===== src/design/ic3_pkg.sv =====
`timescale 1ns / 1ps

package ic3_pkg;

    // Frame geometry limits and arithmetic widths.
    localparam int MAX_WIDTH = 1024;
    localparam int COL_W     = $clog2(MAX_WIDTH);
    localparam int ROW_W     = 16;
    localparam int WIDTH_W   = 11;
    localparam int HEIGHT_W  = 16;
    localparam int WCMP_W    = (COL_W + 1 > WIDTH_W) ? COL_W + 1 : WIDTH_W;
    localparam int OUT_COL_W = 10;

    localparam int KSIZE     = 3;
    localparam int PIX_W     = 8;
    localparam int COEF_W    = 16;
    localparam int FRAC      = 12;
    localparam int COEF_ROW_W = KSIZE * COEF_W;
    localparam int PROD_W    = PIX_W + 1 + COEF_W;
    localparam int CSUM_W    = PROD_W + 2;
    localparam int SUM_W     = CSUM_W + 2;

    // Configuration port.
    localparam int APB_DATA_W = 64;
    localparam int APB_ADDR_W = 6;

    typedef enum logic [2:0] {
        REG_IMAGE_WIDTH  = 3'd0,
        REG_IMAGE_HEIGHT = 3'd1,
        REG_COEF_TOP     = 3'd2,
        REG_COEF_MIDDLE  = 3'd3,
        REG_COEF_BOTTOM  = 3'd4
    } ic3_reg_t;

    localparam logic [COEF_ROW_W-1:0] COEF_MIDDLE_RESET = 48'h0000_1000_0000;

    // Pixel column held by one cell, top row at index 0.
    typedef logic [KSIZE-1:0][PIX_W-1:0]  ic3_col_t;
    typedef logic [KSIZE-1:0][COEF_W-1:0] ic3_coef_col_t;

    // Per-cycle controls that the top level hands to every cell.
    typedef struct packed {
        logic shift;
        logic prod_en;
        logic sum_en;
    } ic3_cell_ctl_t;

endpackage


===== src/design/ic3_cell.sv =====
`timescale 1ns / 1ps

module ic3_cell (
    input  logic                                clk,
    input  logic                                rst_n,
    input  ic3_pkg::ic3_cell_ctl_t              ctl,
    input  ic3_pkg::ic3_col_t                   col_in,
    input  ic3_pkg::ic3_coef_col_t              coef,
    output ic3_pkg::ic3_col_t                   col_out,
    output logic signed [ic3_pkg::CSUM_W-1:0]   col_sum
);

    ic3_pkg::ic3_col_t                  pix_reg;
    logic signed [ic3_pkg::PROD_W-1:0]  prod_reg [ic3_pkg::KSIZE];
    logic signed [ic3_pkg::CSUM_W-1:0]  sum_next;
    logic signed [ic3_pkg::CSUM_W-1:0]  sum_reg;

    // Window column; takes the neighbor's column on every accepted beat.
    always_ff @(posedge clk or negedge rst_n)
    begin
        if (!rst_n)
        begin
            pix_reg <= '0;
        end
        else if (ctl.shift)
        begin
            pix_reg <= col_in;
        end
    end

    // One product per row of the column.
    always_ff @(posedge clk)
    begin
        if (ctl.prod_en)
        begin
            for (int i = 0; i < ic3_pkg::KSIZE; i++)
            begin
                prod_reg[i] <= $signed({1'b0, pix_reg[i]}) * $signed(coef[i]);
            end
        end
    end

    // Column sum of the registered products.
    always_comb
    begin
        sum_next = '0;
        for (int i = 0; i < ic3_pkg::KSIZE; i++)
        begin
            sum_next = sum_next + ic3_pkg::CSUM_W'(prod_reg[i]);
        end
    end

    always_ff @(posedge clk)
    begin
        if (ctl.sum_en)
        begin
            sum_reg <= sum_next;
        end
    end

    assign col_out = pix_reg;
    assign col_sum = sum_reg;

endmodule


===== config.mk =====
export PLATFORM = sky130hd
export DESIGN_NAME = ic3_cell
export DESIGN_NICKNAME = d
export VERILOG_FILES = /design/src/design/ic3_pkg.sv /design/src/design/ic3_cell.sv
export SDC_FILE = /design/constraint.sdc
export NUM_CORES = 1
export LEC_CHECK = 0
export BUFFER_PORTS_ARGS = -buffer_cell sky130_fd_sc_hd__buf_4
export CAP_MARGIN = 20
export CORE_UTILIZATION = 30
export CTS_CLUSTER_SIZE = 12
export DETAILED_ROUTE_END_ITERATION = 7
export PLACE_DENSITY = 0.49
export SYNTH_ARGS = -nofsm -noshare
export SYNTH_HDL_FRONTEND = slang
export SYNTH_SLANG_ARGS = --single-unit

===== constraint.sdc =====
create_clock -name clk -period 5.3 [get_ports clk]
set_input_delay 1.06 -clock clk [delete_from_list [all_inputs] [get_ports clk]]
set_output_delay 1.06 -clock clk [all_outputs]
set_load 0.01 [all_outputs]

==> flow_summary.json <==
{
  "place_inst": 3128,
  "syn_area_per_cell_um2": 9.80,
  "grt.total_usage": 0.146,
  "dieWidth_um": 258,
  "dp_hpwl_mm": 39.4,
  "reg2reg_slack_ns": 0.29,
  "grt_pass1_wl_mm": 78.2,
  "htree_num_levels": 4,
  "wirelength_mm": 46.2,
  "fin_cells": 3160,
  "path_cells": "and2_1, fa_1, fa_1, fa_1, inv_1, fa_1, inv_1, ha_1, a21oi_2, a211oi_2, a21oi_2, o41ai_2, buf_4, o21a_1, nor2_1, xnor2_1",
  "period_share": 0.946,
  "ant_nets": 0,
  "run_status": "finished, final reports clean",
  "crit_cells": 16,
  "grt_pass1_vias": 15300,
  "crit_required_ns": 5.51,
  "cp_common_cell": "fa_1",
  "worst_slew_pin_slew_ns": 0.975,
  "max_cap_violations": 0,
  "hold_viol": 0,
  "synth_nets": 2595,
  "ioPinCount": 128,
  "die_h_um": 258,
  "synth_ff_type": "edfxtp_1",
  "nets": 2876,
  "cp_top_family": "adder cells",
  "postCtsHoldBufs": 0,
  "timing.rr.end": "prod_reg[0][72]$_DFFE_PP_",
  "rsz0062_at_grt": "false",
  "portBuffers": 127,
  "vias_per_cell": 4.53,
  "ys_async_sr_fraction": 0.190,
  "relSlewSlack": 0.350,
  "synth_cell_types": 61,
  "syn_inst": 2011,
  "critPathMaxStageDelay_ns": 0.79,
  "insertion_delay_ns": 0.45,
  "n_fill_cell": 6689,
  "end_kind": "register",
  "slew_violations": 0,
  "core_area_um2": 64700,
  "routabilityCongestion": 0.843,
  "drt_iter0_drc": 571,
  "start_util": 0.305,
  "wire_per_inst_um": 14.6,
  "vias": 14300,
  "drive_above_1_share": 0.171,
  "post_cts_buffers": 0,
  "antenna_cells": 0,
  "path_clk_slew_ns": 0.07,
  "max_freq_ghz": 0.200,
  "syn_area_um2": 19700,
  "grt_max_degree": 76,
  "antenna_found_initial": 1,
  "drt-pass1-iter-count": 5,
  "ys_seq_area_frac": 0.186,
  "cp_num_buf_inv": 3,
  "synth_seq_cells": 126,
  "clk_path_buf_depth": 2,
  "cp_max_fo": 18,
  "cp-start-kind": "register",
  "die-area_um2": 66700,
  "num_rows": 93,
  "min_path_type": "input port to async pin",
  "holdWs_ns": 0.586,
  "period_needed_ns": 5.01,
  "root_buffer": "clkbuf_16",
  "largest_register_ffs": 75,
  "yosysWarnings": 0,
  "syn2layout_area_growth_pct": 19.6,
  "crit_slowest_cell": "dfrtp_1",
  "worstSetupPathType": "register to register",
  "drc": 0,
  "arrival_ns": 5.22,
  "fin_skew_ns": 0.0157,
  "cts_buffers": 17,
  "rr_startpoint": "col_out[21]$_DFFE_PN0P_",
  "cts_tree": "yes",
  "r2r_cells": 16,
  "cts_sinks": 126,
  "synth_edf_count": 102,
  "grt.overflow.total": 0,
  "setup_violations": 0
}
-- logic make-up after synthesis --
| group | share of synthesized area |
|---|---|
| adder cells (fa/ha/maj) | 0.448 |
| XOR/XNOR | 0.0391 |
| AO/OA/AOI/OAI | 0.0811 |
| flip-flops | 0.186 |
| buffers and inverters | 0.0971 |
| AND/OR/NAND/NOR | 0.135 |
| multiplexers | 0.0137 |
-- metal layers --
layer,routed length [um],vias up,GRT usage
li1,-,6827,-
met1,22400,7239,0.202
met2,22100,200,0.245
met3,1150,43,0.0174
met4,535,0,0.0319
met5,0,-,0
-- placed cells by master (no fill, tap or decap), drive strengths merged, types with 4 or more instances in the layout --
cell type | Yosys | routed
dfrtp | 24 | 24
nand2b | 5 | 5
o21a | 10 | 10
fa | 332 | 332
nand4 | 9 | 9
nand2 | 207 | 207
o21ai | 40 | 40
a2111oi | 5 | 5
bufinv | 0 | 4
nor2 | 26 | 26
o21bai | 8 | 8
a211oi | 12 | 12
a211o | 4 | 4
nand3 | 17 | 17
xor2 | 31 | 31
a31oi | 9 | 9
ha | 175 | 175
xnor2 | 57 | 57
mux2 | 24 | 24
and2 | 209 | 209
nor2b | 11 | 11
o211ai | 7 | 7
edfxtp | 102 | 102
inv | 464 | 470
buf | 3 | 307
clkbuf | 42 | 18
a21o | 32 | 32
and3 | 13 | 13
a21oi | 77 | 77
or2 | 4 | 4
nor3 | 11 | 11
-- area by class of cell --
| type | instances | area, um2 | share of cell area |
|---|---|---|---|
| flip-flops and latches | 126 | 3670 | 0.156 |
| clock buffers | 18 | 429 | 0.0182 |
| multi-input cells | 1376 | 14100 | 0.600 |
| well taps | 855 | 1070 | 0.0454 |
| clock inverters | 14 | 204 | 0.00865 |
| repair buffers | 307 | 2320 | 0.0983 |
| inverters | 464 | 1740 | 0.0739 |
-- timing repair --
item                                    4_1_cts  5_1_grt
endpoints found under the setup margin        0        9
endpoints found under the hold margin         0        0
gates resized for setup                       0        6
-- worst reg2reg max path, stage by stage, from the launching register on --
cell and delay (ns):
dfrtp_1 0.79, and2_1 0.25, fa_1 0.44, fa_1 0.48
fa_1 0.53, inv_1 0.05, fa_1 0.48, inv_1 0.04
ha_1 0.32, a21oi_2 0.09, a211oi_2 0.31, a21oi_2 0.12
o41ai_2 0.43, buf_4 0.18, o21a_1 0.10, nor2_1 0.04
xnor2_1 0.12
-- metrics by stage --
step	setup TNS, ns	area (um2)	worst slack, ns	util
2_1_floorplan	0	19700	0.0435	-
3_3_place_gp	-0.943	22900	-0.132	0.354
3_5_place_dp	-1.41	22900	-0.186	0.354
4_1_cts	0	23600	0.107	0.364
5_1_grt	0	23600	0.0165	0.364
6_report	0	23600	0.288	0.364
-- how the worst max path moves through the flow --
stage / startpoint / to
floorplan: coef[47] / prod_reg[0][74]$_DFFE_PP_
global placement: coef[39] / prod_reg[0][72]$_DFFE_PP_
detailed placement: coef[41] / prod_reg[0][72]$_DFFE_PP_
CTS: col_out[19]$_DFFE_PN0P_ / prod_reg[0][72]$_DFFE_PP_
global route: col_out[21]$_DFFE_PN0P_ / prod_reg[0][72]$_DFFE_PP_
finish: col_out[21]$_DFFE_PN0P_ / prod_reg[0][72]$_DFFE_PP_
-- Yosys cell counts, types with 10 or more instances --
master | n | area share
a211oi_1 | 10 | 0.0038
a21o_1 | 32 | 0.012
a21oi_1 | 69 | 0.018
and2_1 | 209 | 0.066
and3_1 | 12 | 0.0038
clkbuf_1 | 42 | 0.0080
dfrtp_1 | 24 | 0.030
edfxtp_1 | 102 | 0.16
fa_1 | 332 | 0.34
ha_1 | 175 | 0.11
inv_1 | 464 | 0.088
mux2_2 | 24 | 0.014
nand2_1 | 207 | 0.039
nand3_1 | 17 | 0.0043
nor2_1 | 26 | 0.0050
nor2b_1 | 11 | 0.0035
nor3_1 | 11 | 0.0028
o21a_1 | 10 | 0.0038
o21ai_0 | 36 | 0.0091
xnor2_1 | 57 | 0.025
xor2_1 | 31 | 0.014
Power is left out: the tool's default activity adds up to more than one toggle a clock period on the data nets, which glitch-free logic cannot reach.
